### src/rtl/three_wheel_odometry_unit_defines.svh
// Assertion macros shared by the odometry RTL.
`ifndef THREE_WHEEL_ODOMETRY_UNIT_DEFINES_SVH
`define THREE_WHEEL_ODOMETRY_UNIT_DEFINES_SVH
// Implication checked on every clock, disabled in reset.
`define TWO_ASSERT_IMP(label, clk, rst_n, a, c, msg) \
    label: assert property (@(posedge clk) disable iff (!rst_n) (a) |-> (c)) \
        else $error(msg);
// Next-cycle implication, disabled in reset.
`define TWO_ASSERT_NXT(label, clk, rst_n, a, c, msg) \
    label: assert property (@(posedge clk) disable iff (!rst_n) (a) |=> (c)) \
        else $error(msg);
`endif

### src/rtl/two_pkg.sv
// Package with types, constants and tables for the odometry unit.
package two_pkg;
    localparam int CORDIC_STEPS = 24;
    localparam int CSTEPS = (CORDIC_STEPS > 32) ? 32 : CORDIC_STEPS;
    localparam logic signed [63:0] PI_Q24 = 64'sd52707179;
    localparam logic signed [63:0] HALF_PI_Q24 = 64'sd26353589;
    localparam logic signed [63:0] TWO_PI_Q24 = 64'sd105414357;
    localparam logic signed [63:0] GAIN_Q30 = 64'sd652032874;

    localparam logic [1:0] REG_LEFT = 2'd0;
    localparam logic [1:0] REG_RIGHT = 2'd1;
    localparam logic [1:0] REG_BACK = 2'd2;
    localparam logic [1:0] REG_IPT = 2'd3;

    typedef struct packed {
        logic signed [31:0] left_count;
        logic signed [31:0] right_count;
        logic signed [31:0] back_count;
    } in_item_t;

    typedef struct packed {
        logic signed [31:0] heading;
        logic signed [31:0] pos_x;
        logic signed [31:0] pos_y;
    } out_item_t;

    // Serial multiply, divide and CORDIC request and handshake between units.
    typedef struct packed {
        logic start;
        logic busy;
        logic done;
    } unit_ctl_t;

    typedef enum logic [5:0] {
        ST_IDLE, ST_DL, ST_DR, ST_DB, ST_DTH, ST_DTHW, ST_CHK,
        ST_CS1, ST_CS1W, ST_MX1, ST_MX1W, ST_DX, ST_DXW,
        ST_MY1, ST_MY1W, ST_DY, ST_DYW, ST_MX2, ST_MX2W, ST_MY2, ST_MY2W,
        ST_LOC, ST_CS2, ST_CS2W, ST_G1, ST_G1W, ST_G2, ST_G2W,
        ST_G3, ST_G3W, ST_G4, ST_G4W, ST_OUT
    } state_t;

    function automatic logic signed [63:0] atan_q30(input logic [4:0] i);
        logic signed [63:0] v;
        unique case (i)
            5'd0: v = 64'sd843314856; 5'd1: v = 64'sd497837829;
            5'd2: v = 64'sd263043836; 5'd3: v = 64'sd133525158;
            5'd4: v = 64'sd67021686;  5'd5: v = 64'sd33543515;
            5'd6: v = 64'sd16775850;  5'd7: v = 64'sd8388437;
            5'd8: v = 64'sd4194282;   5'd9: v = 64'sd2097149;
            5'd10: v = 64'sd1048575;  5'd31: v = 64'sd0;
            default: v = 64'sd1 <<< (5'd30 - i);
        endcase
        return v;
    endfunction

    function automatic logic signed [63:0] sat32(input logic signed [63:0] v);
        if (v > 64'sd2147483647) return 64'sd2147483647;
        if (v < -64'sd2147483648) return -64'sd2147483648;
        return v;
    endfunction
endpackage

### src/rtl/two_div.sv
// Bit-serial signed restoring divider, truncating toward zero.
module two_div import two_pkg::*; (
    input  logic               clk,
    input  logic               rst_n,
    input  logic               start,
    input  logic signed [63:0] num,
    input  logic signed [63:0] den,
    output unit_ctl_t          ctl,
    output logic signed [63:0] quo
);
    logic [63:0] q_reg, q_next, r_reg, r_next, d_reg, d_next;
    logic [64:0] trial;
    logic [6:0] cnt_reg, cnt_next;
    logic busy_reg, busy_next, done_reg, done_next, neg_reg, neg_next;

    always_comb
    begin
        q_next = q_reg; r_next = r_reg; d_next = d_reg; neg_next = neg_reg;
        cnt_next = cnt_reg; busy_next = busy_reg; done_next = 1'b0;
        trial = {r_reg, q_reg[63]} - {1'b0, d_reg};
        if (start)
        begin
            q_next = num[63] ? 64'(-num) : num;
            d_next = den[63] ? 64'(-den) : den;
            r_next = '0;
            neg_next = num[63] ^ den[63];
            cnt_next = '0;
            busy_next = 1'b1;
        end
        else if (busy_reg)
        begin
            if (!trial[64])
            begin
                r_next = trial[63:0];
                q_next = {q_reg[62:0], 1'b1};
            end
            else
            begin
                r_next = {r_reg[62:0], q_reg[63]};
                q_next = {q_reg[62:0], 1'b0};
            end
            cnt_next = cnt_reg + 7'd1;
            if (cnt_reg == 7'd63)
            begin
                busy_next = 1'b0;
                done_next = 1'b1;
            end
        end
    end

    always_ff @(posedge clk or negedge rst_n)
    begin
        if (!rst_n)
        begin
            busy_reg <= 1'b0; done_reg <= 1'b0; cnt_reg <= '0;
        end
        else
        begin
            busy_reg <= busy_next; done_reg <= done_next; cnt_reg <= cnt_next;
        end
    end

    always_ff @(posedge clk)
    begin
        q_reg <= q_next; r_reg <= r_next; d_reg <= d_next; neg_reg <= neg_next;
    end

    assign quo = neg_reg ? $signed(64'(-q_reg)) : $signed(q_reg);
    assign ctl = '{start: start, busy: busy_reg, done: done_reg};
endmodule

### config.mk
export PLATFORM = sky130hd
export DESIGN_NAME = two_div
export DESIGN_NICKNAME = d
export VERILOG_FILES = /design/src/rtl/three_wheel_odometry_unit_defines.svh /design/src/rtl/two_pkg.sv /design/src/rtl/two_div.sv
export SDC_FILE = /design/constraint.sdc
export NUM_CORES = 1
export LEC_CHECK = 0
export BUFFER_PORTS_ARGS = -buffer_cell sky130_fd_sc_hd__buf_2
export CAP_MARGIN = 20
export CORE_MARGIN = 2
export CORE_UTILIZATION = 64
export DETAILED_ROUTE_END_ITERATION = 8
export HOLD_SLACK_MARGIN = 0.03
export PLACE_DENSITY_LB_ADDON = 0.15
export SKIP_LAST_GASP = 1
export SYNTH_ARGS = -nofsm -noshare
export SYNTH_HDL_FRONTEND = slang
export SYNTH_SLANG_ARGS = --single-unit
### constraint.sdc
create_clock -name clk -period 7.83 [get_ports clk]
set_clock_uncertainty 0.2 [all_clocks]
set_input_delay 0.783 -clock clk [delete_from_list [all_inputs] [get_ports clk]]
set_output_delay 0.783 -clock clk [all_outputs]
set_load 0.03 [all_outputs]
Word level (Yosys, flattened, before mapping)
Index checks and enable logic that the tools add are counted.

Register bits: 202. Word-level logic and storage cells: 31. Input bits: 131. Output and inout bits: 67.

Equality and inequality tests: 1. Bitwise gates (word level): 1. $add $sub $neg: 5. Muxes and demuxes: 15. Reductions and logical operators: 1.

Operators by type and width (count): $mux 64 (5); $neg 64->64 (3); $sub 65x64->65 (1); $mux 63 (1); $mux 7 (2); $add 7x1->7 const B (1); $eq 7x6->1 const B (1); $mux 1 (7); $reduce_bool 2->1 (1); $xor 1x1->1 (1).

Longest topological paths before layout
Depth after elaboration: 4. Depth in mapped cells: 15. Depth with buffers taken out: 13.

Worst setup path after synthesis
Ideal clock, no wire load.

Path kind: register to output. From: register q_reg[23]. To: output quo[61]. Stages on the path, launching flop included: 10. Slack: 3549 ps. Arrival time: 3298 ps. Data required time: 6847 ps. Path buffers: 0. Path through: edfxtp_1 > or4_4 > or4_4 > or2_4 > nor4_4 > nand3_2 > or3_4 > or3_4 > o31ai_1 > xnor2_1.

Word-level cells in the longest chain between the ends: 2.

RTL lines: start, declared (RTL line two_div.sv:11) `logic [63:0] q_reg, q_next, r_reg, r_next, d_reg, d_next;`; start signal, assigned (RTL line two_div.sv:65) `q_reg <= q_next; r_reg <= r_next; d_reg <= d_next; neg_reg <= neg_next;`; $neg 64->64 (RTL line two_div.sv:68) `assign quo = neg_reg ? $signed(64'(-q_reg)) : $signed(q_reg);`; $mux 64 (RTL line two_div.sv:68); end, declared (RTL line two_div.sv:9) `output logic signed [63:0] quo`.

No other way between the ends.

Worst setup path after layout
From: register q_reg[16]. To: output quo[61].

Same word-level chain as after synthesis.

==> impl_metrics.env <==
export IMPL_maxCapViolCount=0
export IMPL_grt_start_max_net_pins=99
export IMPL_die_height_um=161
export IMPL_maxSlewHeadroom_pct=27.6
export IMPL_dr_max_layer_used="met4"
export IMPL_worst_margin_pin_slew_ps=1090
export IMPL_post_drt_via_cell_ratio=6.14
export IMPL_timing_worst_setup_path_type="reg -> out"
export IMPL_wl_met1_um=17200
export IMPL_synth_yosys_seq_area_share_pct=34.2
export IMPL_critPathTopFamily="simple AND/OR/NAND/NOR gates"
export IMPL_htree_levels=1
export IMPL_clock_tree_root_cell="sky130_fd_sc_hd__clkbuf_16"
export IMPL_layout_commonest_cell="sky130_fd_sc_hd__buf_2"
export IMPL_finalHoldViolCount=0
export IMPL_critical_path_buf_inv_count=1
export IMPL_worst_path_most_repeated_cell="sky130_fd_sc_hd__or3_4"
export IMPL_post_drt_wl_per_cell_um=17.2
export IMPL_antenna_found_initial=0
export IMPL_diodes=0
export IMPL_leakage_power_uw=0.00688
export IMPL_ys_async_rst_share_pct=4.46
export IMPL_clock_fmax_ghz=0.190
export IMPL_timing_reg2reg_setup_slack_ps=3270
export IMPL_post_synth_instance_area_um2=15700
export IMPL_crit_path_start_kind="flip-flop"
export IMPL_synth_net_count=2034
export IMPL_setup_slack_ps=2560
export IMPL_critical_path_peak_fanout=5
export IMPL_cts_num_sinks=202
export IMPL_end_kind="primary output"
export IMPL_cts_inserted_buffers=23
export IMPL_grt_pass1_vias=13508
export IMPL_report_final_setup_viol=0
export IMPL_period_needed_ps=5270
export IMPL_synth_warnings=0
export IMPL_cts_clk_slew_worst_paths_ps=60
export IMPL_drt_pre_antenna_iters=5
export IMPL_drt_wl_total_um=39800
export IMPL_cts_tree="done"
export IMPL_floorplan_io_pins=198
export IMPL_met2_wirelength_um=18800
export IMPL_first_pass_grt_wire_length_um=64600
export IMPL_full_die_area_um2=25800
export IMPL_grt_use_total_pct=29.8
export IMPL_nets=2171
export IMPL_ir_worst_vdd_uv=157
export IMPL_cellPowerDensity_nw_per_um2=182
export IMPL_fill_cells=1922
export IMPL_synth_edff_count=129
export IMPL_yosys_register_bits=202
export IMPL_cts_root_to_sink_buffers=3
export IMPL_worst_skew_pair_late_latency_ps=520
export IMPL_signal_arrival_time_at_the_worst_endpoint_ps=4280
export IMPL_cp_cell_sequence="or4_1, nor3_1, nand3_1, or2_4, nor4_4, nand3_2, or3_4, or3_4, o31ai_1, xnor2_1, buf_2"
export IMPL_run_status="finished, final reports clean"
export IMPL_globalRoute_totalOverflow=0
export IMPL_detailroute_via_count=14203
export IMPL_core_area_um2=24200
export IMPL_post_route_antenna_net_violation_count=0
export IMPL_cp_required_ps=6850
export IMPL_area_growth_synth_to_final_pct=12.5
export IMPL_total_power_draw_uw=3210
export IMPL_ys_flop_type="sky130_fd_sc_hd__edfxtp_1"
export IMPL_setup_repair_after_global_routing_missed_its_margin="no"
export IMPL_syn_avg_cell_area_um2=8.58
export IMPL_drv_slew=0
export IMPL_layout_drive_gt1_share_pct=14.1
export IMPL_critical_path_max_stage_delay_ps=580
export IMPL_tns_ps=0
export IMPL_postSynthCellCount=1834
export IMPL_final_cell_mix="sky130_fd_sc_hd__buf_2, sky130_fd_sc_hd__nor2_1, sky130_fd_sc_hd__xnor2_1"
export IMPL_setup_slack_at_placement_ps=3150
export IMPL_min_path_type="reg -> reg"
export IMPL_drc_errors_left=0
export IMPL_floorplan_die_width_um=161
export IMPL_finalWeightedCongestion=0.920
export IMPL_post_dp_hpwl_um=29600
export IMPL_final_min_period_over_clock_period_pct=67.3
export IMPL_drt_iter0_drc=1137
export IMPL_start_util_pct=64.9
export IMPL_num_rows=57
export IMPL_io_buffer_count=197
export IMPL_synth_distinct_cells=75
export IMPL_slowest_stage="sky130_fd_sc_hd__or4_1"
export IMPL_met3_length_um=2720
layer usage:
| metal | global-route usage, % | up-vias |
|---|---|---|
| li1 | - | 6950 |
| met1 | 39.9 | 6585 |
| met2 | 51.1 | 595 |
| met3 | 2.97 | 73 |
| met4 | 9.94 | 0 |
| met5 | 0 | - |
cell families after synthesis:
| kind of cell | share of synthesized area [%] |
|---|---|
| compound gates | 20.9 |
| mux | 3.71 |
| fa+ha+maj | 5.54 |
| flops | 34.2 |
| buf+inv | 4.73 |
| simple gates | 17.2 |
| xor+xnor | 13.7 |
cell usage after synthesis (20+ instances only):
cell type,number,share of area [%]
sky130_fd_sc_hd__nor2_1,181,4.3
sky130_fd_sc_hd__xnor2_1,159,8.9
sky130_fd_sc_hd__a21oi_1,156,5.0
sky130_fd_sc_hd__nand2_1,138,3.3
sky130_fd_sc_hd__edfxtp_1,129,25
sky130_fd_sc_hd__o21ai_0,121,3.9
sky130_fd_sc_hd__inv_1,99,2.4
sky130_fd_sc_hd__xor2_1,87,4.8
sky130_fd_sc_hd__clkbuf_1,83,2.0
sky130_fd_sc_hd__ha_1,68,5.4
sky130_fd_sc_hd__dfxtp_1,64,8.1
sky130_fd_sc_hd__o31ai_1,64,3.1
sky130_fd_sc_hd__a211oi_1,55,2.6
sky130_fd_sc_hd__mux2i_1,55,3.5
sky130_fd_sc_hd__nand4_1,38,1.5
sky130_fd_sc_hd__or3_1,35,1.4
sky130_fd_sc_hd__nor3_1,30,0.95
sky130_fd_sc_hd__nand3_1,22,0.70
sky130_fd_sc_hd__or4_1,21,1.0
sky130_fd_sc_hd__a21o_1,20,0.95
what timing repair did:
action | in CTS | in global routing
buffers inserted | 0 | 0
hold buffers | 1 | 0
resized for setup | 0 | 0
endpoints found under the hold margin | 9 | 0
through the flow:
stage | instance area [um^2] | hold WS, ps | std cells | utilization, %
floorplan | 15700 | 247 | 1834 | -
global placement | 16800 | 281 | 2268 | 69.5
detailed placement | 16900 | 298 | 2269 | 69.6
CTS | 17700 | 305 | 2312 | 73.0
global route | 17700 | 324 | 2312 | 73.0
finish | 17700 | 304 | 2312 | 73.0
final cells by class:
class	instances	area [um^2]	area share [%]
clock buffers	30	642	3.63
clock inverters	12	168	0.948
inverters	99	372	2.10
multi-input cells	1439	9620	54.4
flip-flops and latches	202	5380	30.4
well taps	324	405	2.29
repair buffers	206	1100	6.20
worst register-to-register path, cell delays in order (launching register included):
cell and delay (ps):
sky130_fd_sc_hd__edfxtp_1 430, sky130_fd_sc_hd__inv_1 70, sky130_fd_sc_hd__ha_1 270, sky130_fd_sc_hd__nor2b_1 180, sky130_fd_sc_hd__o2111a_1 250, sky130_fd_sc_hd__o21ai_0 210
sky130_fd_sc_hd__o31ai_1 660, sky130_fd_sc_hd__a221oi_1 350, sky130_fd_sc_hd__o41ai_1 800, sky130_fd_sc_hd__a21oi_1 270, sky130_fd_sc_hd__a211oi_1 440, sky130_fd_sc_hd__mux2i_1 240
sky130_fd_sc_hd__a2bb2oi_1 160
final timing paths:
check	to	start	depth (start not counted)
setup / recovery	quo[61]	q_reg[16]	11
hold / removal	r_reg[51]	r_reg[51]	2
min in group asynchronous	done_reg	rst_n	2
setup reg to reg	r_reg[63]	d_reg[1]	12
hold reg to reg	r_reg[51]	r_reg[51]	2
max in group asynchronous	busy_reg	rst_n	2
power by group:
group	internal, uW	switching (uW)	total, uW
clock	685	452	1140
sequential	1230	69.9	1300
combinational	274	500	774
total	2190	1020	3210
Power figures use the tool's default switching activity.
