File: config.mk
export PLATFORM = sky130hd
export DESIGN_NAME = two_cordic
export DESIGN_NICKNAME = d
export VERILOG_FILES = /design/src/rtl/two_pkg.sv /design/src/rtl/two_cordic.sv
export VERILOG_INCLUDE_DIRS = /design/src /design/src/rtl
export SDC_FILE = /design/constraint.sdc
export NUM_CORES = 2
export LEC_CHECK = 0
export ABC_AREA = 1
export BUFFER_PORTS_ARGS = -buffer_cell sky130_fd_sc_hd__buf_2
export CAP_MARGIN = 5
export CELL_PAD_IN_SITES_DETAIL_PLACEMENT = 0
export CELL_PAD_IN_SITES_GLOBAL_PLACEMENT = 1
export CORE_ASPECT_RATIO = 2
export CORE_MARGIN = 1.5
export CORE_UTILIZATION = 48
export DETAILED_ROUTE_END_ITERATION = 8
export MAX_ROUTING_LAYER = met4
export PLACE_DENSITY = 0.9
export SLEW_MARGIN = 20
export SYNTH_ARGS = -nofsm -noshare
export SYNTH_HDL_FRONTEND = slang
export SYNTH_SLANG_ARGS = --single-unit
File: constraint.sdc
create_clock -name clk -period 9.7 [get_ports clk]
set_input_delay 0.485 -clock clk [delete_from_list [all_inputs] [get_ports clk]]
set_output_delay 0.485 -clock clk [all_outputs]
set_load 0.1 [all_outputs]
File: src/rtl/three_wheel_odometry_unit_defines.svh
// Assertion macros shared by the odometry RTL.
`ifndef THREE_WHEEL_ODOMETRY_UNIT_DEFINES_SVH
`define THREE_WHEEL_ODOMETRY_UNIT_DEFINES_SVH
// Implication checked on every clock, disabled in reset.
`define TWO_ASSERT_IMP(label, clk, rst_n, a, c, msg) \
    label: assert property (@(posedge clk) disable iff (!rst_n) (a) |-> (c)) \
        else $error(msg);
// Next-cycle implication, disabled in reset.
`define TWO_ASSERT_NXT(label, clk, rst_n, a, c, msg) \
    label: assert property (@(posedge clk) disable iff (!rst_n) (a) |=> (c)) \
        else $error(msg);
`endif

File: src/rtl/two_pkg.sv
// Package with types, constants and tables for the odometry unit.
package two_pkg;
    localparam int CORDIC_STEPS = 24;
    localparam int CSTEPS = (CORDIC_STEPS > 32) ? 32 : CORDIC_STEPS;
    localparam logic signed [63:0] PI_Q24 = 64'sd52707179;
    localparam logic signed [63:0] HALF_PI_Q24 = 64'sd26353589;
    localparam logic signed [63:0] TWO_PI_Q24 = 64'sd105414357;
    localparam logic signed [63:0] GAIN_Q30 = 64'sd652032874;

    localparam logic [1:0] REG_LEFT = 2'd0;
    localparam logic [1:0] REG_RIGHT = 2'd1;
    localparam logic [1:0] REG_BACK = 2'd2;
    localparam logic [1:0] REG_IPT = 2'd3;

    typedef struct packed {
        logic signed [31:0] left_count;
        logic signed [31:0] right_count;
        logic signed [31:0] back_count;
    } in_item_t;

    typedef struct packed {
        logic signed [31:0] heading;
        logic signed [31:0] pos_x;
        logic signed [31:0] pos_y;
    } out_item_t;

    // Serial multiply, divide and CORDIC request and handshake between units.
    typedef struct packed {
        logic start;
        logic busy;
        logic done;
    } unit_ctl_t;

    typedef enum logic [5:0] {
        ST_IDLE, ST_DL, ST_DR, ST_DB, ST_DTH, ST_DTHW, ST_CHK,
        ST_CS1, ST_CS1W, ST_MX1, ST_MX1W, ST_DX, ST_DXW,
        ST_MY1, ST_MY1W, ST_DY, ST_DYW, ST_MX2, ST_MX2W, ST_MY2, ST_MY2W,
        ST_LOC, ST_CS2, ST_CS2W, ST_G1, ST_G1W, ST_G2, ST_G2W,
        ST_G3, ST_G3W, ST_G4, ST_G4W, ST_OUT
    } state_t;

    function automatic logic signed [63:0] atan_q30(input logic [4:0] i);
        logic signed [63:0] v;
        unique case (i)
            5'd0: v = 64'sd843314856; 5'd1: v = 64'sd497837829;
            5'd2: v = 64'sd263043836; 5'd3: v = 64'sd133525158;
            5'd4: v = 64'sd67021686;  5'd5: v = 64'sd33543515;
            5'd6: v = 64'sd16775850;  5'd7: v = 64'sd8388437;
            5'd8: v = 64'sd4194282;   5'd9: v = 64'sd2097149;
            5'd10: v = 64'sd1048575;  5'd31: v = 64'sd0;
            default: v = 64'sd1 <<< (5'd30 - i);
        endcase
        return v;
    endfunction

    function automatic logic signed [63:0] sat32(input logic signed [63:0] v);
        if (v > 64'sd2147483647) return 64'sd2147483647;
        if (v < -64'sd2147483648) return -64'sd2147483648;
        return v;
    endfunction
endpackage

File: src/rtl/two_cordic.sv
// Iterative rotation-mode CORDIC giving sine and cosine in Q30.
module two_cordic import two_pkg::*; (
    input  logic               clk,
    input  logic               rst_n,
    input  logic               start,
    input  logic signed [63:0] ang,
    output unit_ctl_t          ctl,
    output logic signed [63:0] sn,
    output logic signed [63:0] cs
);
    `include "three_wheel_odometry_unit_defines.svh"
    logic signed [63:0] x_reg, x_next, y_reg, y_next, z_reg, z_next;
    logic signed [63:0] r0, r1, r2, xs, ys;
    logic [5:0] cnt_reg, cnt_next;
    logic busy_reg, busy_next, done_reg, done_next, flip_reg, flip_next;
    logic fl;

    // Coarse angle reduction by 21 whole turns; the serial loop below
    // removes the remaining turns one per cycle.
    always_comb
    begin
        r0 = ang;
        if (r0 >= TWO_PI_Q24 * 64'sd21) r0 = r0 - TWO_PI_Q24 * 64'sd21;
        if (r0 <= -TWO_PI_Q24 * 64'sd21) r0 = r0 + TWO_PI_Q24 * 64'sd21;
        r1 = r0;
        r2 = r1;
        fl = 1'b0;
        xs = x_reg >>> cnt_reg[4:0];
        ys = y_reg >>> cnt_reg[4:0];
    end

    logic signed [63:0] red_reg, red_next;
    logic [4:0] rc_reg, rc_next;
    logic red_busy_reg, red_busy_next;

    always_comb
    begin
        x_next = x_reg; y_next = y_reg; z_next = z_reg; flip_next = flip_reg;
        cnt_next = cnt_reg; busy_next = busy_reg; done_next = 1'b0;
        red_next = red_reg; rc_next = rc_reg; red_busy_next = red_busy_reg;
        if (start)
        begin
            red_next = r2;
            rc_next = '0;
            red_busy_next = 1'b1;
            busy_next = 1'b1;
            flip_next = fl;
            cnt_next = '0;
        end
        else if (red_busy_reg)
        begin
            // One subtract or add of 2*pi per cycle brings the angle into range.
            if (red_reg >= TWO_PI_Q24) red_next = red_reg - TWO_PI_Q24;
            else if (red_reg < 64'sd0) red_next = red_reg + TWO_PI_Q24;
            else
            begin
                red_busy_next = 1'b0;
                if (red_reg > PI_Q24) red_next = red_reg - TWO_PI_Q24;
                rc_next = 5'd1;
            end
            if (rc_reg == 5'd1)
            begin
                red_busy_next = 1'b0;
                flip_next = 1'b0;
                if (red_reg > HALF_PI_Q24)
                begin
                    z_next = (red_reg - PI_Q24) <<< 6;
                    flip_next = 1'b1;
                end
                else if (red_reg < -HALF_PI_Q24)
                begin
                    z_next = (red_reg + PI_Q24) <<< 6;
                    flip_next = 1'b1;
                end
                else z_next = red_reg <<< 6;
                x_next = GAIN_Q30;
                y_next = '0;
                cnt_next = '0;
                rc_next = 5'd2;
            end
        end
        else if (busy_reg && rc_reg == 5'd1)
        begin
            rc_next = 5'd1;
            red_busy_next = 1'b1;
        end
        else if (busy_reg)
        begin
            if (z_reg >= 0)
            begin
                x_next = x_reg - ys; y_next = y_reg + xs;
                z_next = z_reg - atan_q30(cnt_reg[4:0]);
            end
            else
            begin
                x_next = x_reg + ys; y_next = y_reg - xs;
                z_next = z_reg + atan_q30(cnt_reg[4:0]);
            end
            cnt_next = cnt_reg + 6'd1;
            if (cnt_reg == 6'(CSTEPS - 1))
            begin
                busy_next = 1'b0;
                done_next = 1'b1;
            end
        end
    end

    always_ff @(posedge clk or negedge rst_n)
    begin
        if (!rst_n)
        begin
            busy_reg <= 1'b0; done_reg <= 1'b0; cnt_reg <= '0;
            red_busy_reg <= 1'b0; rc_reg <= '0;
        end
        else
        begin
            busy_reg <= busy_next; done_reg <= done_next; cnt_reg <= cnt_next;
            red_busy_reg <= red_busy_next; rc_reg <= rc_next;
        end
    end

    always_ff @(posedge clk)
    begin
        x_reg <= x_next; y_reg <= y_next; z_reg <= z_next;
        flip_reg <= flip_next; red_reg <= red_next;
    end

    assign sn = flip_reg ? $signed(64'(-y_reg)) : y_reg;
    assign cs = flip_reg ? $signed(64'(-x_reg)) : x_reg;
    assign ctl = '{start: start, busy: busy_reg, done: done_reg};

    `TWO_ASSERT_NXT(a_cordic_busy, clk, rst_n, start, busy_reg, "cordic not busy")
    `TWO_ASSERT_IMP(a_cordic_done, clk, rst_n, done_reg, !busy_reg, "done while busy")
    `TWO_ASSERT_IMP(a_cordic_cnt, clk, rst_n, busy_reg && !red_busy_reg,
        cnt_reg < 6'(CSTEPS), "cordic step overrun")
endmodule

Yosys cells after proc, flatten, opt, wreduce, memory -nomap -nowiden
Index checks and enable logic that the tools add are counted.
{"block": "totals", "elab_cells": 138, "out_inout_bits": 131, "input_bits": 67, "reg_bits": 271}
{"block": "classes", "reduce_logical": 13, "eq_ne": 21, "n_lt_le_gt_ge": 8, "shift": 3, "bitwise_logic": 1, "n_addsub": 16, "muxes": 66}
{"op": "two-way mux 64 bit", "count": 36}
{"op": "case mux 64 bit (12 select lines)", "count": 1}
{"op": "adder 64 bit", "count": 3}
{"op": "subtractor 64 bit", "count": 3}
{"op": "negation 64 bit", "count": 2}
{"op": ">>> shifter 64 x 5 -> 64 bit", "count": 2}
{"op": "adder 64 x 28 -> 64 bit, second input constant", "count": 1}
{"op": "adder 64 x 33 -> 64 bit, second input constant", "count": 1}
{"op": ">= comparator 64 x 1 -> 1 bit, second input constant", "count": 1}
{"op": ">= comparator 64 x 28 -> 1 bit, second input constant", "count": 1}
{"op": ">= comparator 64 x 33 -> 1 bit, second input constant", "count": 1}
{"op": "greater-than comparator 64 x 26 -> 1 bit, second input constant", "count": 1}
{"op": "greater-than comparator 64 x 27 -> 1 bit, second input constant", "count": 1}
{"op": "less-or-equal comparator 64 x 33 -> 1 bit, second input constant", "count": 1}
{"op": "< comparator 64 x 1 -> 1 bit, second input constant", "count": 1}
{"op": "< comparator 64 x 26 -> 1 bit, second input constant", "count": 1}
{"op": "<<< shifter 2 x 5 -> 64 bit, first input constant", "count": 1}
{"op": "subtractor 64 x 28 -> 64 bit, second input constant", "count": 1}
{"op": "subtractor 64 x 33 -> 64 bit, second input constant", "count": 1}
{"op": "adder 58 x 27 -> 58 bit, second input constant", "count": 1}
{"op": "subtractor 58 x 27 -> 58 bit, second input constant", "count": 1}
{"op": "two-way mux 5 bit", "count": 6}
{"op": "two-way mux 6 bit", "count": 5}
{"op": "== test 5 x 3 -> 1 bit, second input constant", "count": 4}
{"op": "other kinds (22)", "count": 51}

Longest topological paths before layout
{"block": "depth", "ltp_word": 13, "mapped_depth": 43}

Worst setup path after synthesis
OpenSTA, ideal clock, no wires.
{"block": "synth_timing", "path_kind": "flip-flop to flip-flop", "from": "reg cnt_reg[1]", "to": "reg z_reg[46] (data pin)", "setup_slack_ps": 3929, "required_time_ps": 9446, "path_buffers": 3, "arrival_ps": 5517, "stages_incl_launch_ff": 34, "path_cell_list": "dfrtp_1 -> buf_2 -> inv_2 -> buf_2 -> buf_1 -> ha_1 -> inv_1 -> nor2_1 -> inv_1 -> nor2_1 -> nor2_1 -> inv_1 -> nor3_1 -> o21a_1 -> ha_1 -> or2_2 -> o21ai_0 -> inv_1 -> fa_1 -> nand3b_1 -> nand2_1 -> a21oi_1 -> o21ai_0 -> a21oi_1 -> o21ai_0 -> a21oi_1 -> o21ai_0 -> a21boi_0 -> o21ai_0 -> nand2_1 -> inv_1 -> o21ai_0 -> nand3_1 -> nand2_1"}
{"block": "synth_between", "elab_chain_len": 13, "elab_cells_between_ends": 31, "classes_between": "add/sub: 3; eq/ne: 11; shift: 1; mux: 15; reduce/logical: 1"}
{"element": "start, declared", "line": "two_cordic.sv:14", "text": "logic [5:0] cnt_reg, cnt_next;"}
{"element": "start signal, assigned", "line": "two_cordic.sv:117", "text": "busy_reg <= busy_next; done_reg <= done_next; cnt_reg <= cnt_next;"}
{"element": "subtractor 5 bit", "line": "two_pkg.sv:51", "text": "default: v = 64'sd1 <<< (5'd30 - i);"}
{"element": "<<< shifter 2 x 5 -> 64 bit", "line": "two_pkg.sv:51"}
{"element": "case mux 64 bit (12 select lines) (*)", "line": "two_pkg.sv:44", "text": "unique case (i)"}
{"element": "two-way mux 64 bit", "line": "two_cordic.sv:89", "text": "if (z_reg >= 0)"}
{"element": "two-way mux 64 bit", "line": "two_cordic.sv:87", "text": "else if (busy_reg)"}
{"element": "two-way mux 64 bit", "line": "two_cordic.sv:82", "text": "else if (busy_reg && rc_reg == 5'd1)"}
{"element": "two-way mux 64 bit", "line": "two_cordic.sv:50", "text": "else if (red_busy_reg)"}
{"element": "two-way mux 64 bit", "line": "two_cordic.sv:41", "text": "if (start)"}
{"element": "adder 64 bit or subtractor 64 bit (tied branches)", "line": "two_cordic.sv:97, two_cordic.sv:92"}
{"element": "two-way mux 64 bit (*)", "line": "two_cordic.sv:89"}
{"element": "two-way mux 64 bit (*)", "line": "two_cordic.sv:87"}
{"element": "two-way mux 64 bit (*)", "line": "two_cordic.sv:82"}
{"element": "two-way mux 64 bit (*)", "line": "two_cordic.sv:50"}
{"element": "end signal, assigned", "line": "two_cordic.sv:124", "text": "x_reg <= x_next; y_reg <= y_next; z_reg <= z_next;"}
{"element": "end, declared", "line": "two_cordic.sv:12", "text": "logic signed [63:0] x_reg, x_next, y_reg, y_next, z_reg, z_next;"}
Mark *: on every way between the ends. The rest lies on a longest branch, timed or not. The select of a mux whose other input is x is not followed.
A chain may end at the register's enable or synchronous reset.

Worst setup path in the final report
{"block": "layout_timing", "from": "reg cnt_reg[0]", "to": "reg x_reg[56] (data pin)"}
{"block": "layout_between", "elab_chain_len": 6, "elab_cells_between_ends": 7, "classes_between": "add/sub: 2; shift: 1; mux: 4"}
{"element": ">>> shifter 64 x 5 -> 64 bit (*)", "line": "two_cordic.sv:29", "text": "ys = y_reg >>> cnt_reg[4:0];"}
{"element": "adder 64 bit or subtractor 64 bit (tied branches)", "line": "two_cordic.sv:96, two_cordic.sv:91"}
{"element": "two-way mux 64 bit (*)", "line": "two_cordic.sv:89"}
{"element": "two-way mux 64 bit (*)", "line": "two_cordic.sv:87"}
{"element": "two-way mux 64 bit (*)", "line": "two_cordic.sv:82"}
{"element": "two-way mux 64 bit (*)", "line": "two_cordic.sv:50"}
{"element": "end signal, assigned", "line": "two_cordic.sv:124"}
{"element": "end, declared", "line": "two_cordic.sv:12"}
Marks and branches as above.

==> summary.txt <==
Status
  • Run status: finished, violations left
  • Violated checks: DRC

Logic synthesis
  • Sequential-to-total area share from yosys stat: 0.156
  • Number of instances in the synthesized netlist: around 9.3k
  • Synthesized area: 51300 um^2
  • Post-Synthesis Net Count: around 9.5k
  • Prevailing post-synth register cell: sky130_fd_sc_hd__edfxtp_1
  • Synthesis warning total: 0
  • Fraction of synthesis flops using an asynchronous set or reset pin: 0.0410
  • Number of synthesized register bits: 268
  • Number of enable-type register cells in the synthesized netlist: roughly 260
  • Count of distinct cell types in the synthesized netlist: between 70 and 80
  • Mapped Avg Cell Area: between 5 and 6 um^2

Detailed routing
  • Final routed wire length divided by cell count: about 25 um
  • Drt pass-1 iters: 9
  • Routed via count: around 66k
  • Wirelength, routed: 271 mm
  • Avg Vias per Cell: 6.21
  • 1st-iter DRT viols: 6929
  • Number of nets with antenna violations after routing: 0
  • Count of unresolved DRC violations after routing: 2

Setup path
  • Critical Path Fanout Max: 63
  • Element type at the critical path end: flop
  • Worst path arrival time: just under 9 ns
  • CP Data Required Time: approximately 10 ns
  • Origin of the worst setup path: cnt_reg[0]
  • Reg2reg end: x_reg[56]
  • Worst flop-to-flop path startpoint: cnt_reg[0]
  • Cells on worst reg2reg path: 26
  • Reg-to-reg setup timing slack: around 1.3 ns
  • Termination of the worst setup path: x_reg[56]
  • Critical path launch point type: flop
  • CP Class: reg2reg

Clock tree
  • Clock slew seen by the registers of the worst setup and hold paths: about 0.07 ns
  • H-Tree Level Count: 1
  • Clock buffers created by TritonCTS: 31
  • Skew-Pair Late Insertion Delay: around 0.76 ns
  • Count of cells resized by post-cts repair: 0
  • TritonCTS clock tree: done
  • Clock sinks: around 270
  • CTS max path bufs: 3
  • Cell chosen for the clock root: sky130_fd_sc_hd__clkbuf_16

Timing
  • Accumulated negative setup slack: 0 ns
  • Slew Viols, Final: 0
  • Actual slew at the worst max-slew pin: about 1.3 ns
  • Final Hold Fails: 0
  • RSZ-0062 raised after global routing: no
  • Final Cycle Share: 0.862
  • Clock skew: 0.0366 ns
  • Count of endpoints failing setup in the final report: 0
  • Clock period minus final worst setup slack: 8.36 ns
  • Slew Limit Headroom: 0.123
  • Max Clk Rate: 0.120 GHz

Cells and area
  • Post-synthesis to final-layout area growth: 6.13%
  • Share of layout cells above drive strength 1: 0.0535
  • Cell area after layout: 54400 um^2
  • Post-layout nets: approximately 9.5k

Placement
  • Detailed placer's ending HPWL: around 220 mm
  • Placer congestion estimate: between 1 and 1.5
  • Placed cell areas: about 53000 um^2
  • Port Buffers: between 150 and 200

Flow run
  • Max-capacitance violation count: 0

Global routing
  • Vias in the first global route: roughly 63k
  • Wire length of the first global-routing pass: about 400 mm
  • Number of antenna violations at the first check in global routing: 15
  • Maximum number of pins on one net before global-route repair: 116
  • Aggregate global routing overflow: 0
  • GR Util All Layers: 0.504

Die
  • Effective utilization at floorplan: 0.484
  • Die Y-Extent: 465 um
  • Die outline width: between 200 and 250 um
  • Number of placement rows: 169
  • Ports: roughly 200
  • Core area: 106000 um^2
  • Area enclosed by the die boundary: between 100000 and 150000 um^2

Worst hold path
  • Kind of path behind the tightest hold check: in2async
-- routing by layer --
metal	share of wire	track usage
met1	0.30	0.429
met2	0.46	0.814
met3	0.086	0.140
met4	0.15	0.600
met5	0	-
-- layout make-up --
type	instances	area (um^2)
diodes	17	42.5
clock buffers	35	876
clock inverters	23	307
fillers	11900	51500
inverters	1245	4680
multi-input cells	7431	37300
flip-flops and latches	268	8000
well taps	1368	1710
repair buffers	261	1490
-- metrics by stage --
step	util	instances	hold WS [ns]	worst slack, ns
2_1_floorplan	-	9253	0.189	3.93
6_report	0.513	10600	0.268	1.34
5_1_grt	0.513	10600	0.248	0.822
3_5_place_dp	0.501	10600	0.372	1.99
4_1_cts	0.512	10600	0.273	1.96
3_3_place_gp	0.501	10600	0.373	2.03
-- how the worst min path moves through the flow --
stage | cells after the start | slack, ns | from | endpoint
4_1_cts | 2 | 0.27 | rst_n | done_reg
5_1_grt | 2 | 0.25 | rst_n | done_reg
3_3_place_gp | 1 | 0.37 | rst_n | done_reg
2_1_floorplan | 0 | 0.19 | rst_n | busy_reg
6_report | 2 | 0.27 | rst_n | done_reg
3_5_place_dp | 1 | 0.37 | rst_n | done_reg
-- cell families after synthesis --
logic type / share of synthesized area
XOR/XNOR: 0.0622
other: 0.0000732
multiplexers: 0.00859
adder cells (fa/ha/maj): 0.0515
AO/OA/AOI/OAI: 0.210
buffers and inverters: 0.118
AND/OR/NAND/NOR: 0.394
flip-flops: 0.156
-- worst max-delay path: stages (launching register included) --
cell,delay [ns]
sky130_fd_sc_hd__dfrtp_4,0.74
sky130_fd_sc_hd__buf_4,0.60
sky130_fd_sc_hd__o21ai_0,0.45
sky130_fd_sc_hd__o21ai_0,0.76
sky130_fd_sc_hd__mux2i_1,0.27
sky130_fd_sc_hd__o21ai_0,0.32
sky130_fd_sc_hd__inv_1,0.06
sky130_fd_sc_hd__o21ai_0,0.71
sky130_fd_sc_hd__nand2_1,0.22
sky130_fd_sc_hd__nor3_1,0.37
sky130_fd_sc_hd__nand2_1,0.15
sky130_fd_sc_hd__nor2_1,0.17
sky130_fd_sc_hd__nand4_1,0.16
sky130_fd_sc_hd__xor2_1,0.19
sky130_fd_sc_hd__nand2_1,0.09
sky130_fd_sc_hd__o21ai_0,0.14
sky130_fd_sc_hd__ha_1,0.45
sky130_fd_sc_hd__nand2_1,0.11
sky130_fd_sc_hd__nor2_1,0.18
sky130_fd_sc_hd__nand2_1,0.09
sky130_fd_sc_hd__inv_1,0.08
sky130_fd_sc_hd__nand2_1,0.09
sky130_fd_sc_hd__o31ai_1,0.92
sky130_fd_sc_hd__a31oi_1,0.29
sky130_fd_sc_hd__o21bai_1,0.31
sky130_fd_sc_hd__o21ai_0,0.11
sky130_fd_sc_hd__a21oi_1,0.15
-- layout by cell type (no fill, tap or decap), types with 43 or more instances in the layout --
cell type,count
sky130_fd_sc_hd__xnor2_1,60
sky130_fd_sc_hd__a21oi_1,626
sky130_fd_sc_hd__nand3_1,537
sky130_fd_sc_hd__mux2i_1,44
sky130_fd_sc_hd__nand2_1,2599
sky130_fd_sc_hd__nor2_1,1206
sky130_fd_sc_hd__o21ai_0,868
sky130_fd_sc_hd__xor2_1,299
sky130_fd_sc_hd__ha_1,206
sky130_fd_sc_hd__inv_1,1207
sky130_fd_sc_hd__a31oi_1,124
sky130_fd_sc_hd__edfxtp_1,256
sky130_fd_sc_hd__buf_4,61
sky130_fd_sc_hd__or2_2,55
sky130_fd_sc_hd__nor3_1,162
sky130_fd_sc_hd__o21a_1,60
sky130_fd_sc_hd__nor4_1,56
sky130_fd_sc_hd__o211ai_1,43
sky130_fd_sc_hd__nand4_1,138
sky130_fd_sc_hd__buf_2,196
-- repair_timing --
item                                   4_1_cts  5_1_grt
hold buffers                                 1        0
endpoints found under the hold margin       11        0
setup buffers                                0        0
-- cells in the mapped netlist (all sizes together) (23+ instances only) --
cell	instances	area, um^2
a21boi	23	173
o31ai	34	255
o21ai	907	4550
edfxtp	256	7690
mux2i	44	440
buf	140	741
nand4	139	885
xnor2	60	526
o21a	60	450
inv	1243	4670
nor2	1236	4770
nand2	2623	9930
nor4	57	363
or2	57	357
xor2	301	2660
a21oi	627	3150
clkbuf	169	634
nor3	165	831
ha	206	2580
a31oi	124	776
o211ai	43	323
nand3	539	2720
Power is not shown: default switching activity piles up to over one toggle a cycle in this logic, so the estimate is an artifact.
