[src/rtl/three_wheel_odometry_unit_defines.svh]
// Assertion macros shared by the odometry RTL.
`ifndef THREE_WHEEL_ODOMETRY_UNIT_DEFINES_SVH
`define THREE_WHEEL_ODOMETRY_UNIT_DEFINES_SVH
// Implication checked on every clock, disabled in reset.
`define TWO_ASSERT_IMP(label, clk, rst_n, a, c, msg) \
    label: assert property (@(posedge clk) disable iff (!rst_n) (a) |-> (c)) \
        else $error(msg);
// Next-cycle implication, disabled in reset.
`define TWO_ASSERT_NXT(label, clk, rst_n, a, c, msg) \
    label: assert property (@(posedge clk) disable iff (!rst_n) (a) |=> (c)) \
        else $error(msg);
`endif

[src/rtl/two_pkg.sv]
// Package with types, constants and tables for the odometry unit.
package two_pkg;
    localparam int CORDIC_STEPS = 24;
    localparam int CSTEPS = (CORDIC_STEPS > 32) ? 32 : CORDIC_STEPS;
    localparam logic signed [63:0] PI_Q24 = 64'sd52707179;
    localparam logic signed [63:0] HALF_PI_Q24 = 64'sd26353589;
    localparam logic signed [63:0] TWO_PI_Q24 = 64'sd105414357;
    localparam logic signed [63:0] GAIN_Q30 = 64'sd652032874;

    localparam logic [1:0] REG_LEFT = 2'd0;
    localparam logic [1:0] REG_RIGHT = 2'd1;
    localparam logic [1:0] REG_BACK = 2'd2;
    localparam logic [1:0] REG_IPT = 2'd3;

    typedef struct packed {
        logic signed [31:0] left_count;
        logic signed [31:0] right_count;
        logic signed [31:0] back_count;
    } in_item_t;

    typedef struct packed {
        logic signed [31:0] heading;
        logic signed [31:0] pos_x;
        logic signed [31:0] pos_y;
    } out_item_t;

    // Serial multiply, divide and CORDIC request and handshake between units.
    typedef struct packed {
        logic start;
        logic busy;
        logic done;
    } unit_ctl_t;

    typedef enum logic [5:0] {
        ST_IDLE, ST_DL, ST_DR, ST_DB, ST_DTH, ST_DTHW, ST_CHK,
        ST_CS1, ST_CS1W, ST_MX1, ST_MX1W, ST_DX, ST_DXW,
        ST_MY1, ST_MY1W, ST_DY, ST_DYW, ST_MX2, ST_MX2W, ST_MY2, ST_MY2W,
        ST_LOC, ST_CS2, ST_CS2W, ST_G1, ST_G1W, ST_G2, ST_G2W,
        ST_G3, ST_G3W, ST_G4, ST_G4W, ST_OUT
    } state_t;

    function automatic logic signed [63:0] atan_q30(input logic [4:0] i);
        logic signed [63:0] v;
        unique case (i)
            5'd0: v = 64'sd843314856; 5'd1: v = 64'sd497837829;
            5'd2: v = 64'sd263043836; 5'd3: v = 64'sd133525158;
            5'd4: v = 64'sd67021686;  5'd5: v = 64'sd33543515;
            5'd6: v = 64'sd16775850;  5'd7: v = 64'sd8388437;
            5'd8: v = 64'sd4194282;   5'd9: v = 64'sd2097149;
            5'd10: v = 64'sd1048575;  5'd31: v = 64'sd0;
            default: v = 64'sd1 <<< (5'd30 - i);
        endcase
        return v;
    endfunction

    function automatic logic signed [63:0] sat32(input logic signed [63:0] v);
        if (v > 64'sd2147483647) return 64'sd2147483647;
        if (v < -64'sd2147483648) return -64'sd2147483648;
        return v;
    endfunction
endpackage

[src/rtl/two_mul.sv]
// Bit-serial signed multiplier, 64 x 64 operands, one bit per cycle.
module two_mul import two_pkg::*; (
    input  logic               clk,
    input  logic               rst_n,
    input  logic               start,
    input  logic signed [63:0] a,
    input  logic signed [63:0] b,
    output unit_ctl_t          ctl,
    output logic signed [63:0] prod
);
    logic [63:0] acc_reg, acc_next, mc_reg, mc_next, mp_reg, mp_next;
    logic [6:0] cnt_reg, cnt_next;
    logic busy_reg, busy_next, done_reg, done_next;
    logic neg_reg, neg_next;

    always_comb
    begin
        acc_next = acc_reg; mc_next = mc_reg; mp_next = mp_reg;
        cnt_next = cnt_reg; busy_next = busy_reg; done_next = 1'b0;
        neg_next = neg_reg;
        if (start)
        begin
            acc_next = '0;
            mc_next = a[63] ? 64'(-a) : a;
            mp_next = b[63] ? 64'(-b) : b;
            neg_next = a[63] ^ b[63];
            cnt_next = '0;
            busy_next = 1'b1;
        end
        else if (busy_reg)
        begin
            if (mp_reg[0]) acc_next = acc_reg + mc_reg;
            mc_next = mc_reg << 1;
            mp_next = mp_reg >> 1;
            cnt_next = cnt_reg + 7'd1;
            if (cnt_reg == 7'd63)
            begin
                busy_next = 1'b0;
                done_next = 1'b1;
            end
        end
    end

    always_ff @(posedge clk or negedge rst_n)
    begin
        if (!rst_n)
        begin
            busy_reg <= 1'b0; done_reg <= 1'b0; cnt_reg <= '0;
        end
        else
        begin
            busy_reg <= busy_next; done_reg <= done_next; cnt_reg <= cnt_next;
        end
    end

    always_ff @(posedge clk)
    begin
        acc_reg <= acc_next; mc_reg <= mc_next; mp_reg <= mp_next;
        neg_reg <= neg_next;
    end

    assign prod = neg_reg ? $signed(64'(-acc_reg)) : $signed(acc_reg);
    assign ctl = '{start: start, busy: busy_reg, done: done_reg};
endmodule

[config.mk]
export PLATFORM = sky130hd
export DESIGN_NAME = two_mul
export DESIGN_NICKNAME = d
export VERILOG_FILES = /design/src/rtl/three_wheel_odometry_unit_defines.svh /design/src/rtl/two_pkg.sv /design/src/rtl/two_mul.sv
export SDC_FILE = /design/constraint.sdc
export NUM_CORES = 1
export LEC_CHECK = 0
export BUFFER_PORTS_ARGS = -buffer_cell sky130_fd_sc_hd__buf_2
export CAP_MARGIN = 20
export CORE_MARGIN = 2
export CORE_UTILIZATION = 42
export CTS_BUF_LIST = sky130_fd_sc_hd__clkbuf_2
export DETAILED_ROUTE_END_ITERATION = 12
export PLACE_DENSITY = 0.6
export SLEW_MARGIN = 5
export SYNTH_ARGS = -nofsm -noshare
export SYNTH_HDL_FRONTEND = slang
export SYNTH_SLANG_ARGS = --single-unit
[constraint.sdc]
create_clock -name clk -period 4 [get_ports clk]
set_input_delay 0.4 -clock clk [delete_from_list [all_inputs] [get_ports clk]]
set_output_delay 0.4 -clock clk [all_outputs]
set_load 0.02 [all_outputs]
# ---- Yosys cells after proc, flatten, opt, wreduce, memory -nomap -nowiden
# Cells that the tools add are included.
dict set report totals {
  output_inout_bits 67
  wordCells 31
  reg_bits 202
}
dict set report op_classes {
  n_reduce_logical 2
  bitwise_logic 1
  n_addsub 5
  eq_ne 1
  n_mux 15
}
# operator n
set ops {}
lappend ops {{2-to-1 mux 64 bit} 7}
lappend ops {{negator 64 bit} 3}
lappend ops {{adder 64 bit} 1}
lappend ops {{2-to-1 mux 7 bit} 2}
lappend ops {{adder 7 x 1 -> 7 bit (second input constant)} 1}
lappend ops {{== test 7 x 6 -> 1 bit (second input constant)} 1}
lappend ops {{2-to-1 mux 1 bit} 6}
lappend ops {{AND reduction 2 bit} 1}
lappend ops {{nonzero test 2 bit} 1}
lappend ops {{bitwise XOR 1 bit} 1}

# ---- Depth between registers and ports, before layout
# Gate-level depths: netlist (run 1).
dict set report logic_depth {
  depth_word 4
  ltp_mapped 13
  mapped_depth_nobuf 12
}

# ---- Worst setup path before layout (run 1)
# No wires, ideal clock.
dict set report synth_path {
  kind {flip-flop to output port}
  from {register acc_reg[20]}
  to {output prod[56]}
  path_slack_ps -264
  arrival_time_ps 3864
  t_required_ps 3600
  path_stages_with_launch 11
  cell_sequence {dfxtp_1 > or4_4 > or3_1 > and4bb_2 > nand3_1 > or4_4 > or4_4 > or3_1 > or4_4 > o31ai_1 > xnor2_1}
}
dict set report synth_via {
  elab_chain_len 2
}
# item line
set synth_rtl {}
lappend synth_rtl {{start: declaration} two_mul.sv:11} ;# logic [63:0] acc_reg, acc_next, mc_reg, mc_next, mp_reg, mp_next;
lappend synth_rtl {{start signal: assignment} two_mul.sv:58} ;# acc_reg <= acc_next; mc_reg <= mc_next; mp_reg <= mp_next;
lappend synth_rtl {{negator 64 bit} two_mul.sv:62} ;# assign prod = neg_reg ? $signed(64'(-acc_reg)) : $signed(acc_reg);
lappend synth_rtl {{2-to-1 mux 64 bit} two_mul.sv:62}
lappend synth_rtl {{end: declaration} two_mul.sv:9} ;# output logic signed [63:0] prod
# No other way between the ends.

# ---- Final worst setup path (run 1)
dict set report layout_path {
  from {register acc_reg[20]}
  to {output prod[57]}
}
# The elaborated chain is that of the path after synthesis.

==> flow_summary.ini, run 1 <==
[sta]
fin_crit_ns = 5.42
min_period_over_period_pct = 135
skew_ns = 0.0966
slew-limit-headroom_pct = 28.2
rsz0062_at_grt = true
tightest_slew_ns = 1.08
final_hold_viol_count = 0
fmax_ghz = 0.185
fin_ws_ns = -1.42
slew_violations = 0
setup_viol = 26

[synthesis]
syn_nets = 2029
yosys.area.top_type_share_pct = 25.2
ys_warn_count = 0
synth_common_cells = 223 x a21oi_1, 183 x nand2_1, 178 x nor2_1, 129 x edfxtp_1, 129 x xor2_1
synthFlopType = edfxtp_1
yosysSeqAreaShare_pct = 34.9
synth.area.top_cells = edfxtp_1 25%, dfxtp_1 8.3%, xor2_1 7.3%, a21oi_1 7.2%, xnor2_1 5.6%
netlist_instances = 1830
synth_edf_count = 129
ys_types = 69
yosysMostFrequentCell = a21oi_1
synth_top_area_cell = edfxtp_1
synth_area_per_cell_um2 = 8.41
syn-cell-area_um2 = 15400
ys_ff_latch = 202
async_flop_share_pct = 4.46

[detailed_routing]
wl_um = 49900
vias = 15600
dr.pass1.iters = 5
dr.first_iter.drc_count = 909
wl_per_cell_um = 17.8
via_per_inst = 5.58
ant_nets = 0
drc = 0

[power]
p_leak_nw = 8.46
ir_drop_uv = 254
p_per_area_nw_per_um2 = 560
p_int_mw = 6.19
comb_power_share_pct = 57.7
switchingPower_mw = 5.25
seq_power_share_pct = 28.0
clockPowerShare_pct = 14.3
sw_frac_of_total_pct = 45.9

[clock_network]
cts_tree = yes
path_clk_slew_ns = 0.10
cts_max_path_buffers = 3
cts_max_level = 2
cts_buffers = 59
cts.sink_count = 202
clock_latency_ns = 1.01
clock-root-buffer = clkbuf_2

[final_layout]
final_cell_area_um2 = 20400
fillerInstances = 3309
drive_above_1_share_pct = 20.7
areaGrowthSynthToFinish_pct = 32.7
fin_cells = 2803
nNetsFinal = 2480

[global_routing]
grt_usage_pct = 25.7
first_global_vias = 15200
grt-ovfl-total = 0
antenna_found_initial = 4
grt_pass1_wl_um = 79100
grt_start_max_net_pins = 131

[placement]
dpl.cell_count = 2491
gp_congestion = 0.923
portBuffers = 197
placed_area_um2 = 17400
dp_slack_ns = -0.446
dp_hpwl_um = 35500

[floorplanning]
fp.coreArea_um2 = 36300
ios = 198
start_util_pct = 42.4
die_width_um = 195
dieArea_um2 = 38200
rows = 70
die_h_um = 195

[worst_setup_path]
cp_common_cell = or4_4
r2r-end = acc_reg[58]$_SDFFE_PP0P_
r2r_slack_ns = 0.14
cp_slowest_cell = or4_4
crit_required_ns = 3.60
worst-setup-path-type = flop to output pin
reg2reg_from = acc_reg[0]$_SDFFE_PP0P_
r2r_cells = 14
critPathMaxStageDelay_ns = 0.52
path_max_fanout = 5
critPathCaptureType = output pin
startpoint_type = flop
cp.arrival_ns = 5.02
critical_path.cell_chain = or4_4 > or3_4 > and4bb_2 > nand3_2 > or4_4 > or4_4 > or3_4 > or4_4 > o41ai_4 > xnor2_2 > buf_4

[hold_path]
hold_class = primary input to flop
min_delay_path_depth = 4
hold_path_end = mc_reg[20]$_DFFE_PP_
hold_start = a[63]

[flow_run]
drv_cap = 0

[outcome]
violations = negative setup slack
status = finished with violations
-- how the worst max path moves through the flow --
stage                                        start       end  slack [ns]  depth (start not counted)
after floorplan           acc_reg[20]$_SDFFE_PP0P_  prod[57]       -0.19                         10
after global placement    acc_reg[20]$_SDFFE_PP0P_  prod[56]       -0.42                         11
after detailed placement  acc_reg[20]$_SDFFE_PP0P_  prod[56]       -0.45                         11
after CTS                 acc_reg[20]$_SDFFE_PP0P_  prod[56]       -1.55                         11
after global routing      acc_reg[20]$_SDFFE_PP0P_  prod[57]       -1.60                         11
final                     acc_reg[20]$_SDFFE_PP0P_  prod[57]       -1.42                         11
-- stage by stage --
step	hold WS, ns	power, mW	utilization [%]	TNS [ns]
5_1_grt	0.174	12.3	56.2	-27.73
4_1_cts	0.0517	11.3	55.4	-26.02
2_1_floorplan	0.104	7.44	-	-1.40
6_report	0.218	11.4	56.2	-23.06
3_5_place_dp	0.266	9.32	48.0	-3.87
3_3_place_gp	0.261	9.27	48.0	-3.58
-- cell families after synthesis --
group | count (synthesis) | synth area share, %
simple gates | 625 | 19.6
compound gates | 553 | 22.1
xor+xnor | 228 | 13.0
flops | 202 | 34.9
buf+inv | 133 | 3.34
fa+ha+maj | 68 | 5.57
mux | 21 | 1.50
-- layout make-up --
cell class,instances,area [um^2],area share [%]
timing repair buffer,490,3800,18.6
tap,468,586,2.87
antenna,4,10.0,0.0490
clock buffer,87,435,2.13
multi-input combinational,1495,9970,48.8
inverter,33,124,0.606
sequential,202,5380,26.3
clock inverter,24,124,0.606
-- worst max-delay path, delay by kind of cell (launching register included) --
family / cells / cell delay, ns
buffers and inverters: 1 / 0.16
XOR/XNOR: 1 / 0.15
flip-flops: 1 / 0.33
AO/OA/AOI/OAI: 1 / 0.28
AND/OR/NAND/NOR: 8 / 3.14
-- metal layers --
layer / global-route usage, % / share of wire (%)
met1: 33.7 / 45
met2: 41.7 / 46
met3: 4.32 / 6.2
met4: 11.3 / 3.4
met5: 0 / 0
-- power by group through the flow --
| stage | logic, mW | clock network (mW) | registers (mW) |
|---|---|---|---|
| 4_1_cts | 6.44 | 1.72 | 3.18 |
| 2_1_floorplan | 4.33 | 0 | 3.11 |
| 5_1_grt | 7.22 | 1.81 | 3.27 |
| 3_3_place_gp | 6.10 | 0 | 3.17 |
| 6_report | 6.60 | 1.64 | 3.20 |
| 3_5_place_dp | 6.13 | 0 | 3.19 |
-- what timing repair did --
item / CTS / global route
setup endpoints to repair: 27 / 43
buffers inserted: 3 / 4
resized for setup: 42 / 50
hold endpoints to repair: 156 / 0
hold buffers: 190 / 0
pin swaps: 8 / 14
gates cloned: 0 / 0
-- placed cells by master, fill, tap and decap left out, drive strengths merged, types with 16 or more instances in the layout --
| master | instances |
|---|---|
| a21o | 47 |
| a21oi | 223 |
| buf | 299 |
| clkbuf | 88 |
| clkinv | 23 |
| dfxtp | 64 |
| dlygate4sd3 | 190 |
| edfxtp | 129 |
| ha | 67 |
| inv | 33 |
| mux2 | 17 |
| nand2 | 183 |
| nand2b | 16 |
| nand3 | 41 |
| nand4 | 28 |
| nor2 | 178 |
| nor3 | 36 |
| nor4 | 24 |
| o21ai | 119 |
| o21bai | 16 |
| o31ai | 48 |
| o41ai | 26 |
| or3 | 31 |
| or4 | 31 |
| xnor2 | 99 |
| xor2 | 129 |
Power figures use the tool's default switching activity.
==> inputs of run 2 (changes only) <==
- CORE_UTILIZATION: 42 -> 49
- PLACE_DENSITY: 0.6 -> 0.69
==> run 2 against run 1 <==
Compared with the run above: the flow still finishes with violations (negative setup slack); fmax increased by 1.8%; global-route usage increased by 2.9 points; sequential power decreased by 2%; clock power about the same; total power decreased by 2.5%; utilization increased by 7.1 points; non-clock buffer count decreased by 62; wire length decreased by 3.4%; die area decreased by 14%; critical path type unchanged; highest routed layer unchanged.
==> flow_summary.ini, run 2 (synthesis results as in run 1) <==
[clock_network]
cts_tree = yes
cts_max_level = 2
clock-root-buffer = clkbuf_2
clock_latency_ns = 0.93
cts_buffers = 59
path_clk_slew_ns = 0.10
cts.sink_count = 202
cts_max_path_buffers = 3

[final_layout]
drive_above_1_share_pct = 19.4
most-common-layout-cells = 223 x a21oi_1, 182 x nand2_1, 182 x buf_2
areaGrowthSynthToFinish_pct = 26.5
final_common_cell = a21oi_1
nNetsFinal = 2418
final_util_pct = 63.3

[worst_setup_path]
critPathCaptureType = output pin
startpoint_type = flop
reg2reg_from = mc_reg[28]$_DFFE_PP_
worst-setup-path-type = flop to output pin
crit_required_ns = 3.60
path_max_fanout = 5
r2r_slack_ns = 0.27
r2r_cells = 11
cp.arrival_ns = 4.93
r2r-end = acc_reg[63]$_SDFFE_PP0P_

[sta]
final_hold_viol_count = 0
tightest_slew_ns = 0.977
fin_ws_ns = -1.33
min_period_over_period_pct = 133
slew_violations = 0
slew-limit-headroom_pct = 34.7
rsz0062_at_grt = true
fmax_ghz = 0.188
setup_viol = 25
fin_crit_ns = 5.33
skew_ns = 0.0847

[floorplanning]
ios = 198
die_h_um = 181
die_width_um = 181
rows = 64
start_util_pct = 50.1
dieArea_um2 = 32900
fp.coreArea_um2 = 30700

[detailed_routing]
drc = 0
wl_per_cell_um = 18.1
via_per_inst = 5.83
vias = 15600
ant_nets = 0
dr.pass1.iters = 6
dr.first_iter.drc_count = 1136
wl_um = 48200

[power]
ir_drop_uv = 212
total_power_mw = 11.2
p_leak_nw = 8.11
p_per_area_nw_per_um2 = 573

[global_routing]
first_global_vias = 15000
grt_usage_pct = 28.6
grt_start_max_net_pins = 188
grt_pass1_wl_um = 76400
antenna_found_initial = 4
grt-ovfl-total = 0

[outcome]
status = finished with violations
violations = negative setup slack

[placement]
portBuffers = 197
dp_hpwl_um = 34100
gp_congestion = 0.963

[hold_path]
min_delay_path_depth = 4
hold_class = primary input to flop
hold_start = a[4]
hold_path_end = mc_reg[5]$_DFFE_PP_

[flow_run]
drv_cap = 0
==> run 2: power breakdown <==
part	switching [mW]	total (mW)	internal (mW)
sequential	0.465	3.15	2.69
clock	0.969	1.62	0.652
combinational	3.67	6.38	2.71
==> run 2: critical path, cell delays in order (launching register included) <==
cell,delay (ns)
dfxtp_2,0.32
or4_4,0.53
or3_4,0.34
and4bb_2,0.36
nand3_2,0.12
or4_4,0.45
or4_4,0.44
or3_4,0.36
or4_4,0.57
o31ai_4,0.24
xnor2_2,0.14
buf_4,0.16
==> run 2: area by class of cell <==
class / count / area [um^2]
Inverter: 33 / 124
Multi-Input combinational cell: 1495 / 9760
Antenna cell: 3 / 7.51
Fill cell: 2688 / 11300
Tap cell: 396 / 495
Timing Repair Buffer: 428 / 3160
Sequential cell: 202 / 5380
Clock buffer: 87 / 435
Clock inverter: 23 / 116
==> run 2: worst max path at each step <==
stage	to	startpoint	slack (ns)
floorplan	prod[57]	acc_reg[20]$_SDFFE_PP0P_	-0.19
global placement	prod[56]	acc_reg[20]$_SDFFE_PP0P_	-0.40
detailed placement	prod[56]	acc_reg[20]$_SDFFE_PP0P_	-0.42
CTS	prod[61]	acc_reg[20]$_SDFFE_PP0P_	-1.41
global route	prod[57]	acc_reg[20]$_SDFFE_PP0P_	-1.49
finish	prod[56]	acc_reg[20]$_SDFFE_PP0P_	-1.33
==> run 2: repair_timing <==
action                                  4_1_cts  5_1_grt
resized for setup                            14       26
setup buffers                                 2        4
endpoints found under the setup margin       26       38
hold buffers                                146        0
pin swaps                                     3        7
endpoints found under the hold margin       137        0
==> run 2: routing by layer <==
layer	vias to the layer above	track usage (%)	routed length, um
li1	7551	-	-
met1	7226	36.7	20300
met2	650	46.9	22600
met3	132	5.44	3640
met4	0	12.7	1660
met5	-	0	0
==> run 2: through the flow <==
| stage | area [um^2] | hold WS, ns | setup TNS [ns] | worst slack (ns) | instances |
|---|---|---|---|---|---|
| 5_1_grt | 19500 | 0.0850 | -25.99 | -1.49 | 2666 |
| 3_3_place_gp | 17200 | 0.260 | -3.40 | -0.398 | 2402 |
| 6_report | 19500 | 0.106 | -20.98 | -1.33 | 2667 |
| 4_1_cts | 19300 | 0.00122 | -23.34 | -1.41 | 2660 |
| 2_1_floorplan | 15500 | 0.104 | -1.40 | -0.190 | 1830 |
| 3_5_place_dp | 17200 | 0.264 | -3.83 | -0.419 | 2402 |
==> inputs of run 3 (changes only) <==
- CELL_PAD_IN_SITES_DETAIL_PLACEMENT: default -> 1
- CELL_PAD_IN_SITES_GLOBAL_PLACEMENT: default -> 2
- CORE_UTILIZATION: 49 -> 25
- PLACE_DENSITY: 0.69 -> 0.6
==> run 3 against run 2 <==
Compared with the run above: largest cell class unchanged; the run still ends with negative setup slack left; clock power is 19% higher; combinational power up 8.5%; register-to-register slack got worse by 0.04 ns.
==> flow_summary.ini, run 3 (synthesis results as in run 1) <==
[outcome]
status = finished with violations
violations = negative setup slack

[sta]
fin_ws_ns = -1.41
slew-limit-headroom_pct = 32.9
skew_ns = 0.0984
fmax_ghz = 0.185
slew_violations = 0
min_period_over_period_pct = 135
setup_viol = 27
rsz0062_at_grt = true
final_hold_viol_count = 0
fin_crit_ns = 5.41
tightest_slew_ns = 1.00
fin_setup_tns_ns = -23.18

[global_routing]
grt_usage_pct = 19.2
grt-ovfl-total = 0
antenna_found_initial = 15
grt_start_max_net_pins = 183
grt_pass1_wl_um = 95300
first_global_vias = 16500

[clock_network]
clock-root-buffer = clkbuf_2
clock_latency_ns = 1.04
path_clk_slew_ns = 0.09
cts.sink_count = 202
cts_max_path_buffers = 3
cts_tree = yes
cts_max_level = 3
cts_buffers = 69

[placement]
dp_hpwl_um = 46000
gp_congestion = 0.837
portBuffers = 197
placed_area_um2 = 17900

[worst_setup_path]
critPathMaxStageDelay_ns = 0.53
critical_path.cell_chain = or4_4 > or3_1 > and4bb_2 > nand3_4 > or4_4 > or4_4 > or3_4 > or4_4 > o31ai_4 > xnor2_2 > buf_4
cp_common_cell = or4_4
cp_slowest_cell = or4_4
cp.arrival_ns = 5.01
worst-setup-path-type = flop to output pin
r2r_cells = 11
path_max_fanout = 5
startpoint_type = flop
critPathCaptureType = output pin
crit_required_ns = 3.60

[power]
seq_power_share_pct = 26.4
p_leak_nw = 8.56
switchingPower_mw = 5.56
p_per_area_nw_per_um2 = 575
ir_drop_uv = 166
p_int_mw = 6.44
total_power_mw = 12.0
sw_frac_of_total_pct = 46.3
clockPowerShare_pct = 16.0
comb_power_share_pct = 57.6

[hold_path]
min_delay_path_depth = 4
hold_class = primary input to flop

[flow_run]
drv_cap = 0

[detailed_routing]
dr.pass1.iters = 5
vias = 15800
dr.first_iter.drc_count = 664
drc = 0
via_per_inst = 5.04
wl_um = 61600
wl_per_cell_um = 19.6
ant_nets = 0

[final_layout]
final_util_pct = 34.4
final_common_cell = a21oi_1
drive_above_1_share_pct = 21.2
register_area_um2 = 5380
areaGrowthSynthToFinish_pct = 35.5
fillerInstances = 7223
most-common-layout-cells = 223 x a21oi_1, 190 x dlygate4sd3_1, 181 x nand2_1
nNetsFinal = 2502
multi_input_area_um2 = 9850
final_cell_area_um2 = 20900

[floorplanning]
dieArea_um2 = 63600
fp.coreArea_um2 = 60600
rows = 90
ios = 198
die_h_um = 252
start_util_pct = 25.4
die_width_um = 252
-- run 3: metrics by stage --
stage               worst slack [ns]  hold slack (ns)  instances
floorplan                     -0.190            0.104       1830
global placement              -0.486            0.264       2816
detailed placement            -0.527            0.269       2816
CTS                            -1.57           0.0187       3129
global route                   -1.66           0.0639       3142
finish                         -1.41            0.153       3143
-- run 3: worst max-delay path: cells and delay by family (launching register included) --
kind            cells  cell delay [ns]
flops               1             0.32
compound gates      1             0.30
buf+inv             1             0.15
simple gates        8             3.13
xor+xnor            1             0.13
-- run 3: worst paths after layout --
path / startpoint / endpoint / slack (ns)
worst max-delay path: acc_reg[20]$_SDFFE_PP0P_ / prod[61] / -1.41
worst min-delay path: a[63] / mc_reg[8]$_DFFE_PP_ / 0.15
worst max register to register: acc_reg[10]$_SDFFE_PP0P_ / acc_reg[63]$_SDFFE_PP0P_ / 0.23
worst min register to register: cnt_reg[6]$_DFFE_PN0P_ / done_reg$_DFF_PN0_ / 0.49
max in group asynchronous: rst_n / cnt_reg[0]$_DFFE_PN0P_ / 3.30
min in group asynchronous: rst_n / done_reg$_DFF_PN0_ / 0.39
-- run 3: cell type report --
class / count / share of cell area (%)
multi-input combinational: 1495 / 47.2
sequential: 202 / 25.8
timing repair buffer: 502 / 18.5
tap: 782 / 4.69
clock buffer: 110 / 2.64
inverter: 33 / 0.594
clock inverter: 9 / 0.414
antenna: 10 / 0.120
-- run 3: power by group through the flow --
stage | Sequential (mW) | Combinational [mW] | Clock, mW
global placement | 3.18 | 6.49 | 0
global route | 3.23 | 7.61 | 2.12
floorplan | 3.11 | 4.33 | 0
detailed placement | 3.19 | 6.53 | 0
finish | 3.17 | 6.92 | 1.92
CTS | 3.16 | 6.87 | 2.01
-- run 3: routing by layer --
metal  part of all wire [%]  GRT usage (%)  vias to the layer above  wire, um
li1                       -              -                     7736         -
met1                     47           25.3                     7681     29000
met2                     46           31.7                      318     28500
met3                    4.2           4.20                       96      2600
met4                    2.3           5.27                       14      1400
met5                   0.13              0                        -        81
-- run 3: what timing repair did --
action	CTS	global route
hold endpoints to repair	145	0
pin swaps	4	6
buffers inserted	4	4
hold buffers	190	0
resized for setup	31	36
endpoints found under the setup margin	28	46
